--- config.mk ---
export PLATFORM = sky130hd
export DESIGN_NAME = modbus_rtu_frame_receiver
export DESIGN_NICKNAME = d
export VERILOG_FILES = /design/src/mrtu_pkg.sv /design/src/modbus_rtu_frame_receiver.sv /design/src/mrtu_front.sv /design/src/mrtu_queue.sv /design/src/mrtu_back.sv
export SDC_FILE = /design/constraint.sdc
export NUM_CORES = 1
export LEC_CHECK = 0
export ABC_AREA = 0
export BUFFER_PORTS_ARGS = -buffer_cell sky130_fd_sc_hd__buf_2
export CORE_MARGIN = 2
export CORE_UTILIZATION = 63
export CTS_BUF_LIST = sky130_fd_sc_hd__clkbuf_4 sky130_fd_sc_hd__clkbuf_8
export CTS_CLUSTER_SIZE = 8
export DETAILED_ROUTE_END_ITERATION = 6
export GPL_ROUTABILITY_DRIVEN = 1
export MAX_ROUTING_LAYER = met4
export PLACE_DENSITY = 0.92
export SYNTH_ARGS = -nofsm -noshare
export SYNTH_HDL_FRONTEND = slang
export SYNTH_SLANG_ARGS = --single-unit
export TNS_END_PERCENT = 20
--- constraint.sdc ---
create_clock -name clk -period 7.1 [get_ports clk]
set_clock_uncertainty 0.15 [all_clocks]
set_input_delay 0 -clock clk [delete_from_list [all_inputs] [get_ports clk]]
set_output_delay 0 -clock clk [all_outputs]
set_load 0.05 [all_outputs]
--- src/mrtu_pkg.sv ---
// Shared constants, types and codes for the Modbus RTU frame receiver.
package mrtu_pkg;

	localparam int MAX_BUFFER = 4096;
	localparam int FILL_W     = $clog2(MAX_BUFFER + 1);
	localparam int IDX_W      = 12;
	localparam int HDR_N      = 6;
	localparam int HDR_AW     = 3;
	localparam int LEN_SHORT  = 5;
	localparam int LEN_FIXED  = 8;
	localparam int Q_DEPTH    = 4;
	localparam int Q_AW       = 2;

	localparam logic [7:0]  FC_EXC_MASK   = 8'h80;
	localparam logic [7:0]  FC_READ_FIRST = 8'h01;
	localparam logic [7:0]  FC_READ_LAST  = 8'h04;
	localparam logic [7:0]  FC_WRITE_COIL = 8'h05;
	localparam logic [7:0]  FC_WRITE_REG  = 8'h06;
	localparam logic [15:0] CRC_INIT      = 16'hFFFF;
	localparam logic [15:0] CRC_POLY      = 16'hA001;

	typedef enum logic [1:0] {
		ST_IN_FRAME = 2'd0,
		ST_GOOD     = 2'd1,
		ST_CRC_BAD  = 2'd2,
		ST_OVERFLOW = 2'd3
	} status_t;

	typedef enum logic [1:0] {
		KIND_PLAIN = 2'd0,
		KIND_EXC   = 2'd1,
		KIND_READ  = 2'd2,
		KIND_ADDR  = 2'd3
	} kind_t;

	// one classified item on its way from the front to the back
	typedef struct packed {
		logic [7:0]             data_byte;
		logic [IDX_W-1:0]       byte_index;
		logic                   frame_end;
		status_t                status;
		logic [HDR_N-1:0][7:0]  hdr;
		logic                   len8;
	} rec_t;

endpackage

--- src/modbus_rtu_frame_receiver.sv ---
// Top level of the Modbus RTU frame receiver: front end, item queue and back end.
//
//  channel   direction  handshake          payload
//  input     in         push / full        rx_byte
//  result    out        empty / pop        data_byte, byte_index, frame_end, status,
//                                          slave_id, function_code, frame_kind,
//                                          detail_byte, reg_address, reg_value
//
// One item per cycle sustained while pop keeps the output drained; every item gives exactly one result.
// An accepted item goes into a queue entry, then into the output register once that register is free.
// The front does the CRC byte update and length check in the accept cycle.
// A four-entry queue and the output register absorb up to five items while pop is low.
// arst_n clears frame fill, header bytes, queue and output valid; CRC goes to CRC_INIT.
module modbus_rtu_frame_receiver import mrtu_pkg::*; (
	input  logic        clk,
	input  logic        arst_n,
	input  logic        push,
	input  logic [7:0]  rx_byte,
	output logic        full,
	output logic        empty,
	input  logic        pop,
	output logic [7:0]  data_byte,
	output logic [11:0] byte_index,
	output logic        frame_end,
	output logic [1:0]  status,
	output logic [7:0]  slave_id,
	output logic [7:0]  function_code,
	output logic [1:0]  frame_kind,
	output logic [7:0]  detail_byte,
	output logic [15:0] reg_address,
	output logic [15:0] reg_value
);

	logic q_full, q_empty, q_wr, q_rd;
	rec_t wr_rec, rd_rec;

	assign full = q_full;

	mrtu_front u_front (
		.clk     (clk),
		.arst_n  (arst_n),
		.push    (push),
		.rx_byte (rx_byte),
		.q_full  (q_full),
		.wr_en   (q_wr),
		.wr_rec  (wr_rec)
	);

	mrtu_queue u_queue (
		.clk    (clk),
		.arst_n (arst_n),
		.wr_en  (q_wr),
		.wr_rec (wr_rec),
		.rd_en  (q_rd),
		.rd_rec (rd_rec),
		.full   (q_full),
		.empty  (q_empty)
	);

	mrtu_back u_back (
		.clk           (clk),
		.arst_n        (arst_n),
		.q_empty       (q_empty),
		.q_rec         (rd_rec),
		.q_rd          (q_rd),
		.pop           (pop),
		.empty         (empty),
		.data_byte     (data_byte),
		.byte_index    (byte_index),
		.frame_end     (frame_end),
		.status        (status),
		.slave_id      (slave_id),
		.function_code (function_code),
		.frame_kind    (frame_kind),
		.detail_byte   (detail_byte),
		.reg_address   (reg_address),
		.reg_value     (reg_value)
	);

endmodule

--- src/mrtu_front.sv ---
// Front end: frame fill, running CRC, header capture and frame-end classification.
module mrtu_front import mrtu_pkg::*; (
	input  logic       clk,
	input  logic       arst_n,
	input  logic       push,
	input  logic [7:0] rx_byte,
	input  logic       q_full,
	output logic       wr_en,
	output rec_t       wr_rec
);

	logic [FILL_W-1:0]     fill_q;
	logic [15:0]           crc_q;
	logic [HDR_N-1:0][7:0] hdr_q;

	logic [FILL_W-1:0]     fill_n;
	logic [15:0]           crc_n;
	logic [HDR_N-1:0][7:0] hdr_n;
	logic                  ovf;
	logic                  done;
	logic                  crc_ok;
	logic [7:0]            fc;
	logic [7:0]            cnt;

	function automatic logic [15:0] crc_upd(input logic [15:0] c_in, input logic [7:0] b);
		logic [15:0] c;
		c = c_in ^ {8'h00, b};
		for (int i = 0; i < 8; i++) begin
			c = c[0] ? ((c >> 1) ^ CRC_POLY) : (c >> 1);
		end
		return c;
	endfunction

	assign wr_en  = push && !q_full;
	assign ovf    = fill_q >= FILL_W'(MAX_BUFFER);
	assign fill_n = fill_q + FILL_W'(1);
	assign crc_n  = crc_upd(crc_q, rx_byte);
	assign crc_ok = crc_n == 16'h0000;
	assign fc     = hdr_n[1];
	assign cnt    = hdr_n[2];

	always_comb begin
		hdr_n = hdr_q;
		if (fill_q < FILL_W'(HDR_N)) begin
			hdr_n[fill_q[HDR_AW-1:0]] = rx_byte;
		end
	end

	always_comb begin
		done = 1'b0;
		if (fill_n >= FILL_W'(LEN_SHORT)) begin
			if ((fc & FC_EXC_MASK) != 8'h00) begin
				done = fill_n == FILL_W'(LEN_SHORT);
			end else if (fc == FC_WRITE_COIL || fc == FC_WRITE_REG) begin
				done = fill_n == FILL_W'(LEN_FIXED);
			end else if (fc >= FC_READ_FIRST && fc <= FC_READ_LAST) begin
				// eight-byte request with a good CRC wins over the byte count
				done = (fill_n == FILL_W'(LEN_FIXED) && crc_ok) ||
				       (cnt != 8'h00 && fill_n == FILL_W'(cnt) + FILL_W'(LEN_SHORT));
			end else begin
				done = fill_n == FILL_W'(LEN_SHORT);
			end
		end
	end

	always_comb begin
		wr_rec            = '0;
		wr_rec.data_byte  = rx_byte;
		wr_rec.byte_index = fill_q[IDX_W-1:0];
		wr_rec.hdr        = hdr_n;
		wr_rec.len8       = fill_n == FILL_W'(LEN_FIXED);
		if (ovf) begin
			wr_rec.frame_end = 1'b1;
			wr_rec.status    = ST_OVERFLOW;
		end else if (done) begin
			wr_rec.frame_end = 1'b1;
			wr_rec.status    = crc_ok ? ST_GOOD : ST_CRC_BAD;
		end else begin
			wr_rec.status    = ST_IN_FRAME;
		end
	end

	always_ff @(posedge clk or negedge arst_n) begin
		if (!arst_n) begin
			fill_q <= '0;
			crc_q  <= CRC_INIT;
			hdr_q  <= '0;
		end else if (wr_en) begin
			if (ovf || done) begin
				fill_q <= '0;
				crc_q  <= CRC_INIT;
			end else begin
				fill_q <= fill_n;
				crc_q  <= crc_n;
			end
			if (!ovf) begin
				hdr_q <= hdr_n;
			end
		end
	end

`ifndef SYNTH
	a_fill_bound: assert property (@(posedge clk) disable iff (!arst_n)
		fill_q <= FILL_W'(MAX_BUFFER))
		else $error("frame fill beyond buffer size");

	a_end_clears: assert property (@(posedge clk) disable iff (!arst_n)
		(wr_en && wr_rec.frame_end) |=> (fill_q == '0 && crc_q == CRC_INIT))
		else $error("frame not cleared after frame end");

	a_empty_crc: assert property (@(posedge clk) disable iff (!arst_n)
		(fill_q == '0) |-> (crc_q == CRC_INIT))
		else $error("crc not at init on empty frame");
`endif

endmodule

--- src/mrtu_queue.sv ---
// Short register queue of classified items between front and back.
module mrtu_queue import mrtu_pkg::*; (
	input  logic clk,
	input  logic arst_n,
	input  logic wr_en,
	input  rec_t wr_rec,
	input  logic rd_en,
	output rec_t rd_rec,
	output logic full,
	output logic empty
);

	rec_t            mem_q [Q_DEPTH];
	logic [Q_AW-1:0] wp_q;
	logic [Q_AW-1:0] rp_q;
	logic [Q_AW:0]   cnt_q;

	assign full   = cnt_q == (Q_AW+1)'(Q_DEPTH);
	assign empty  = cnt_q == '0;
	assign rd_rec = mem_q[rp_q];

	always_ff @(posedge clk) begin
		if (wr_en) begin
			mem_q[wp_q] <= wr_rec;
		end
	end

	always_ff @(posedge clk or negedge arst_n) begin
		if (!arst_n) begin
			wp_q  <= '0;
			rp_q  <= '0;
			cnt_q <= '0;
		end else begin
			if (wr_en) begin
				wp_q <= wp_q + Q_AW'(1);
			end
			if (rd_en) begin
				rp_q <= rp_q + Q_AW'(1);
			end
			if (wr_en && !rd_en) begin
				cnt_q <= cnt_q + (Q_AW+1)'(1);
			end else if (rd_en && !wr_en) begin
				cnt_q <= cnt_q - (Q_AW+1)'(1);
			end
		end
	end

`ifndef SYNTH
	a_cnt_bound: assert property (@(posedge clk) disable iff (!arst_n)
		cnt_q <= (Q_AW+1)'(Q_DEPTH))
		else $error("queue count beyond depth");

	a_no_wr_full: assert property (@(posedge clk) disable iff (!arst_n)
		full |-> !wr_en)
		else $error("write into full queue");

	a_no_rd_empty: assert property (@(posedge clk) disable iff (!arst_n)
		empty |-> !rd_en)
		else $error("read from empty queue");
`endif

endmodule

--- src/mrtu_back.sv ---
// Back end: decodes frame fields and holds the result output register.
module mrtu_back import mrtu_pkg::*; (
	input  logic        clk,
	input  logic        arst_n,
	input  logic        q_empty,
	input  rec_t        q_rec,
	output logic        q_rd,
	input  logic        pop,
	output logic        empty,
	output logic [7:0]  data_byte,
	output logic [11:0] byte_index,
	output logic        frame_end,
	output logic [1:0]  status,
	output logic [7:0]  slave_id,
	output logic [7:0]  function_code,
	output logic [1:0]  frame_kind,
	output logic [7:0]  detail_byte,
	output logic [15:0] reg_address,
	output logic [15:0] reg_value
);

	logic        out_valid_q;
	logic [7:0]  slave_n, fc_n, detail_n;
	logic [15:0] addr_n, value_n;
	kind_t       kind_n;
	logic [7:0]  fc;

	assign q_rd  = !q_empty && (!out_valid_q || pop);
	assign empty = !out_valid_q;
	assign fc    = q_rec.hdr[1];

	always_comb begin
		slave_n  = '0;
		fc_n     = '0;
		detail_n = '0;
		addr_n   = '0;
		value_n  = '0;
		kind_n   = KIND_PLAIN;
		if (q_rec.status == ST_GOOD) begin
			slave_n = q_rec.hdr[0];
			fc_n    = fc;
			if ((fc & FC_EXC_MASK) != 8'h00) begin
				kind_n   = KIND_EXC;
				detail_n = q_rec.hdr[2];
			end else if (fc >= FC_READ_FIRST && fc <= FC_READ_LAST) begin
				kind_n   = KIND_READ;
				detail_n = q_rec.hdr[2];
			end else if (q_rec.len8) begin
				kind_n  = KIND_ADDR;
				addr_n  = {q_rec.hdr[2], q_rec.hdr[3]};
				value_n = {q_rec.hdr[4], q_rec.hdr[5]};
			end
		end
	end

	always_ff @(posedge clk or negedge arst_n) begin
		if (!arst_n) begin
			out_valid_q <= 1'b0;
		end else if (q_rd) begin
			out_valid_q <= 1'b1;
		end else if (pop) begin
			out_valid_q <= 1'b0;
		end
	end

	always_ff @(posedge clk) begin
		if (q_rd) begin
			data_byte     <= q_rec.data_byte;
			byte_index    <= q_rec.byte_index;
			frame_end     <= q_rec.frame_end;
			status        <= q_rec.status;
			slave_id      <= slave_n;
			function_code <= fc_n;
			frame_kind    <= kind_n;
			detail_byte   <= detail_n;
			reg_address   <= addr_n;
			reg_value     <= value_n;
		end
	end

`ifndef SYNTH
	a_drop_on_pop: assert property (@(posedge clk) disable iff (!arst_n)
		$fell(out_valid_q) |-> $past(pop))
		else $error("result dropped without pop");

	a_hold_stall: assert property (@(posedge clk) disable iff (!arst_n)
		(out_valid_q && !pop) |=> $stable(data_byte) && $stable(byte_index))
		else $error("waiting result changed");

	a_fill_slot: assert property (@(posedge clk) disable iff (!arst_n)
		(!out_valid_q && !q_empty) |-> q_rd)
		else $error("empty output slot not refilled");
`endif

endmodule

== Yosys cells after proc, flatten, opt, wreduce, memory -nomap -nowiden ==
Memories as Yosys holds them, arrays and structs flattened.
Cells that the tools add are included.

* Bits in latches: 0
* Register bits after elaboration: 166
* Output and inout bits: 83
* Memories: 1
* Logic and storage cells: 117
* Memory bits (writable): 288
* Bits in read-only memories: 0
* Bits of input ports: 12

* $lt $le $gt $ge: 9
* Reduce and logical (&&, ||, !) cells: 26
* Mux-type cells: 33
* Add/sub/neg operators: 6
* Eq/ne operators: 7
* Bitwise logic cells: 12
* Shift-type cells: 0
* Divide/modulo/power cells: 0
* $mul: 0

{| class="wikitable"
|+ Memory list
! name !! words !! bits a word !! rd ports !! clocked after memory_dff !! write ports !! RTL line !! source
|-
| u_queue.mem_q || 4 || 72 || 1 || 0 || 1 || mrtu_queue.sv:13 || <nowiki>rec_t mem_q [Q_DEPTH];</nowiki>
|}

{| class="wikitable"
|+ Operator list
! cell !! number
|-
| 16-bit 2-to-1 mux || 9
|-
| 48-bit bitwise mux || 1
|-
| 48-bit 2-to-1 mux || 1
|-
| 8-bit demux with 3-bit select || 1
|-
| 8-bit 2-to-1 mux || 3
|-
| 2-bit inverter with 3-bit output || 8
|-
| 8-bit by 3-bit == test with 1-bit output, second input constant || 2
|-
| 8-bit by 1-bit greater-or-equal comparator with 1-bit output, second input constant || 2
|-
| 8-bit by 3-bit less-or-equal comparator with 1-bit output, second input constant || 2
|-
| 16-bit logical NOT || 1
|-
| 16-bit by 8-bit bitwise XOR with 16-bit output || 1
|-
| 13-bit by 1-bit adder with 13-bit output, second input constant || 1
|-
| 13-bit == test || 1
|-
| 13-bit by 3-bit == test with 1-bit output, second input constant || 1
|-
| 13-bit by 4-bit == test with 1-bit output, second input constant || 1
|-
| 13-bit greater-or-equal comparator, second input constant || 1
|-
| 13-bit by 3-bit greater-or-equal comparator with 1-bit output, second input constant || 1
|-
| 13-bit by 3-bit less-than comparator with 1-bit output, second input constant || 1
|-
| 13-bit 2-to-1 mux || 1
|-
| 1-bit 2-to-1 mux || 10
|-
| 8-bit by 3-bit adder with 9-bit output, second input constant || 1
|-
| 1-bit logical AND || 9
|-
| 3-bit 2-to-1 mux || 3
|-
| 2-bit 2-to-1 mux || 4
|-
| other kinds (16) || 27
|}

== Longest topological paths before layout ==
* Depth in word-level cells: 26
* Mapped depth: 18
* Depth with buffers taken out: 14

== Cells and area by module ==
Synthesis repeated with hierarchy kept, for this count alone.

* Cell total of the unflattened synthesis: 1102
* Area, all modules: 19014.5 um^2

{| class="wikitable"
|+ By module, submodules not included
! module !! sequential area each (um^2) !! times used !! cells an instance !! area an instance (um^2)
|-
| mrtu_queue || 8823.5 || 1 || 410 || 10786.6
|-
| mrtu_front || 1946.9 || 1 || 529 || 5207.5
|-
| mrtu_back || 2457.4 || 1 || 163 || 3020.4
|}

== Worst setup path after synthesis ==
No wires, ideal clock.

* Path kind: reg-to-reg
* Start: reg u_queue.cnt_q[0]
* End: reg u_queue.cnt_q[1]
* Buffers on the path: 0
* Stages on the path, launching flop included: 8
* Library setup time: 125 ps
* Data arrival time: 5827 ps
* Data required time: 6825 ps
* Slack: 998 ps
* Period minus slack after synthesis: 6102 ps
* Cell sequence: dfrtp_1 nor3_1 a21oi_1 inv_1 ha_1 inv_1 fa_1 mux2_2

* Cells in the longest elaborated chain, start to end: 6
* Elaborated cells between the ends (all ways): 15
* Classes of those cells: 2 x add/sub; 1 x eq/ne; 2 x mux; 10 x reduce/logical

{| class="wikitable"
|+ Ends and longest elaborated chain
! item !! RTL line !! source
|-
| start, declared || mrtu_queue.sv:16 || <nowiki>logic [Q_AW:0] cnt_q;</nowiki>
|-
| start signal, assigned || mrtu_queue.sv:41 || <nowiki>cnt_q <= cnt_q + (Q_AW+1)'(1);</nowiki>
|-
| start signal, assigned || mrtu_queue.sv:43 || <nowiki>cnt_q <= cnt_q - (Q_AW+1)'(1);</nowiki>
|-
| 3-bit logical NOT * || mrtu_queue.sv:19 || <nowiki>assign empty = cnt_q == '0;</nowiki>
|-
| 1-bit logical NOT * || mrtu_back.sv:28 || <nowiki>assign q_rd = !q_empty && (!out_valid_q || pop);</nowiki>
|-
| 1-bit logical AND * || mrtu_back.sv:28 ||
|-
| net q_rd || modbus_rtu_frame_receiver.sv:34 || <nowiki>logic q_full, q_empty, q_wr, q_rd;</nowiki>
|-
| 1-bit logical NOT || mrtu_queue.sv:40 || <nowiki>if (wr_en && !rd_en) begin</nowiki>
|-
| 1-bit logical AND || mrtu_queue.sv:40 ||
|-
| 3-bit 2-to-1 mux / 2-bit nonzero test (equally long branches) || n/a ||
|}

Mark *: on every way through the listed nets, which the timed path passes. The rest lies on a longest branch. The select of a mux whose other input is x is not followed.
A chain may end at the register's enable or synchronous reset.

==> run summary <==
The run finished, with violations left. The checks that failed: DRC. The initial standard-cell utilization of the core is 64.3%.

Global routing used between 20% and 30% of the available tracks across all layers. The worst hold path belongs to the class input pin to asynchronous set/reset pin. On the final layout, the worst hold slack is roughly 0.12 ns.

The detailed-route DRC error count is 1. The synthesized net count came out at 1166. The overall die height is approximately 180 um. STA classifies the critical path startpoint as a register.

The setup-violating endpoint count in the final report is 0. Clock tree synthesis found a total of ~450 sinks. The critical path data arrival time came out at 6.12 ns. TritonCTS built the clock tree.

Summing every instance area after synthesis gives ~19000 um2. The biggest fanout along the worst timing path came out at 22. Setup repair after global routing left no endpoint under its margin. The number of library cell types mapped by synthesis came out at 60. The worst setup path is captured at a register. The detail-routed via count per cell is about 6.3. The reg-to-reg setup timing slack is between 1 and 1.5 ns. The gate count of the mapped netlist came out at about 1100. The total length of routed wires came out at 41000 um. The fraction of post-synthesis cell area in the top cell type by area came out at roughly three fifths. For this design, the CTS-stage hold fixing added 13 buffers. The end-of-flow core utilization came out at between 70 and 80%.

The number of endpoints with negative hold slack in the final report is 0. Detailed routing inserted a total of 10800 vias. The clock latency on the worst-skew pair is roughly 0.61 ns. The overall die width came out at roughly 180 um. The pin count of the biggest net entering global routing came out at slightly below 80. Summed over all layers, the global routing overflow is 0. The number of cells on the worst reg-to-reg path came out at 13. The root buffer cell chosen for the clock tree is clkbuf_8. The first global-routing pass estimated approximately 64000 um of wire. Timing would allow up to between 0.15 and 0.2 GHz.

95 I/O pins were placed. The number of cell rows came out at 62. By area the synthesized netlist is led by edfxtp_1 60%, dfrtp_1 9.3%, mux4_2 8.6%, nand2_1 3.0%, mux2_2 2.5%. The fraction of registers with async set or reset after synthesis came out at a little under a fifth.

Once layout is complete, the cells apart from fillers number 1712. Dividing the detail-routed wire length by the instance count gives between 20 and 25 um. The max-capacitance violation count came out at 0. The final RePlAce weighted congestion is 0.938. The share of synthesized area occupied by flip-flops and latches is a little under three quarters. The clock-pin slew of the registers on the worst-case setup and hold paths is 0.06 ns. The number of nets with antenna violations after routing came out at 0. The final-report max-slew violation count came to 0.

The endpoint identified for the worst register-to-register timing path is u_front.fill_q[7]. The initial antenna violation count is 0. For this design the ratio of total power to cell area is between 400 and 500 nW/um2. The total area inside the core boundary comes to roughly 29000 um2. The via count of the first global-routing pass is approximately 11000. The repair_antennas step left the layout with diodes totalling 0. From synthesis to final layout, the design area changed by 12.9%. The maximum level of the CTS H-tree is 3.

The startpoint identified for the worst register-to-register timing path is u_front.fill_q[8]. The number of detailed-route iterations in the first pass is 7. The count of cells resized by post-cts repair is 0. The detailed router finished its first iteration with around 1600 violations. The transition time at the pin with the least slew margin is about 1.2 ns. Once placement finished, the instance area stood at 19500 um2. The total number of yosys warnings came out at 0. No sink is reached through more buffers than the 3 on the longest clock path.

The worst path setup slack after routing is about 1.3 ns. In this run the post-CTS setup repair buffer count came out at 0. The worst vdd rail ir drop came out at about 0.42 mV. The minimum setup slack after placement came out at 1.44 ns. After synthesis, the mean cell area works out to around 16 um2. The post-layout minimum cycle time came out at 5.80 ns. The net count reported at finish is 1296. The area occupied by registers came out at ~13000 um2. Synthesis inferred about 450 register bits. edfxtp_1 takes more of the synthesized area than any other cell. The period utilization is between 80 and 90%. Summed over all cells, the static leakage comes to just over 8 nW. The half-perimeter wire length after detailed placement came out at around 23000 um.

In the synthesized netlist the dominant register cell turns out to be edfxtp_1. The number of enable flip-flop cells after synthesis is about 370. The summed area of non-filler cells in the final layout is ~21000 um2.

The filler cell count is 1613. The required time of the worst setup path is between 7 and 8 ns. The multi-input gate area in the final layout came out at ~5100 um2. Counting tap cells, the placed design contains a total of roughly 1600 instances. The worst pin sits at a relative slew slack of about 22%. The setup TNS is 0 ns. The overall power after layout came out at between 9 and 10 mW. The count of buffers added on input and output ports is 94. In the final layout, the share of cells above drive strength 1 is around 30%. The TritonCTS buffer count is slightly above 70. The die outline area came out at between 30000 and 40000 um2. The type of the worst setup path is register to register.
synth_stat cells, types with 3 or more instances:
master / number
a21oi_1: 14
a221o_1: 3
a22o_1: 4
and2_1: 28
and3_1: 39
buf_1: 10
clkbuf_1: 51
dfrtp_1: 69
dfstp_2: 16
edfxtp_1: 369
ha_1: 11
inv_1: 24
mux2_2: 41
mux2i_1: 21
mux4_2: 71
nand2_1: 150
nand2b_1: 5
nand3_1: 21
nand4_1: 7
nor2_1: 26
nor2b_1: 3
nor3_1: 14
nor4_1: 6
o21ai_0: 20
o31ai_1: 6
o32a_1: 10
or2_2: 4
or3_1: 5
or4_1: 5
xnor2_1: 37
xor2_1: 15
worst max path at each step:
stage	start	to	slack [ns]	cells past startpoint
after floorplan	u_queue.cnt_q[0]	u_queue.cnt_q[1]	1.0	7
after global placement	u_front.fill_q[8]	u_front.fill_q[7]	1.59	13
after detailed placement	u_front.fill_q[8]	u_front.fill_q[8]	1.44	13
after CTS	u_front.fill_q[8]	u_front.fill_q[5]	1.36	13
after global routing	u_front.fill_q[8]	u_front.fill_q[7]	1.01	13
final	u_front.fill_q[8]	u_front.fill_q[7]	1.30	13
cell usage in the layout (no fill, tap or decap), types with 25 or more instances in the layout:
cell,Yosys,final
and3_1,39,39
clkbuf_8,0,74
xnor2_1,37,37
nor2_1,26,25
mux4_2,71,71
clkbuf_4,0,45
edfxtp_1,369,369
mux2_2,41,41
buf_2,2,93
nand2_1,150,150
dfrtp_1,69,67
sequential cells by signal, summed over array words and instances (netlist names), 3 cells and up:
signal and cells:
u_queue.cnt_q 3, u_back.function_code 8, u_back.detail_byte 8, u_back.reg_address 16, u_back.byte_index 12, u_queue.mem_q 288, u_front.fill_q 13, u_back.slave_id 8
u_back.reg_value 16, u_front.hdr_q 48, u_front.crc_q 16, u_back.data_byte 8
power by group:
group	internal [mW]	switching, mW
Clock	1.21	0.991
Sequential	3.80	0.366
Combinational	1.05	2.06
Total	6.05	3.42
per-layer routing:
layer / vias up / GRT usage [%] / wire (um)
li1: 4599 / - / -
met1: 5393 / 36.3 / 14900
met2: 742 / 46.9 / 20900
met3: 101 / 5.91 / 4130
met4: 0 / 9.26 / 1060
met5: - / - / 0
critical path, stage by stage, from the launching register on:
cell and delay, ns:
dfrtp_1 0.53, or4_4 0.61, or4_1 0.94, mux2i_1 0.49, inv_1 0.21, ha_1 0.31
xnor2_1 0.17, or4_4 0.54, a2111oi_4 0.38, o311ai_1 0.20, o32ai_4 0.22, buf_4 0.34
nor2_2 0.21, a221o_1 0.37
final cells by class:
type	instances	share of cell area (%)
well taps	384	2.29
repair buffers	123	3.44
flip-flops and latches	454	62.9
clock inverters	10	0.333
inverters	25	0.446
clock buffers	119	6.45
multi-input cells	597	24.1
logic make-up (layout without fill, tap and decap cells):
family	Yosys count	in the layout	synth area share [%]
compound gates	73	73	2.92
xor+xnor	52	52	2.45
fa+ha+maj	12	12	0.847
buf+inv	91	277	1.93
flops	454	454	71.0
mux	133	133	12.2
simple gates	327	327	8.61
No activity file was read; power rests on OpenSTA's default activity.
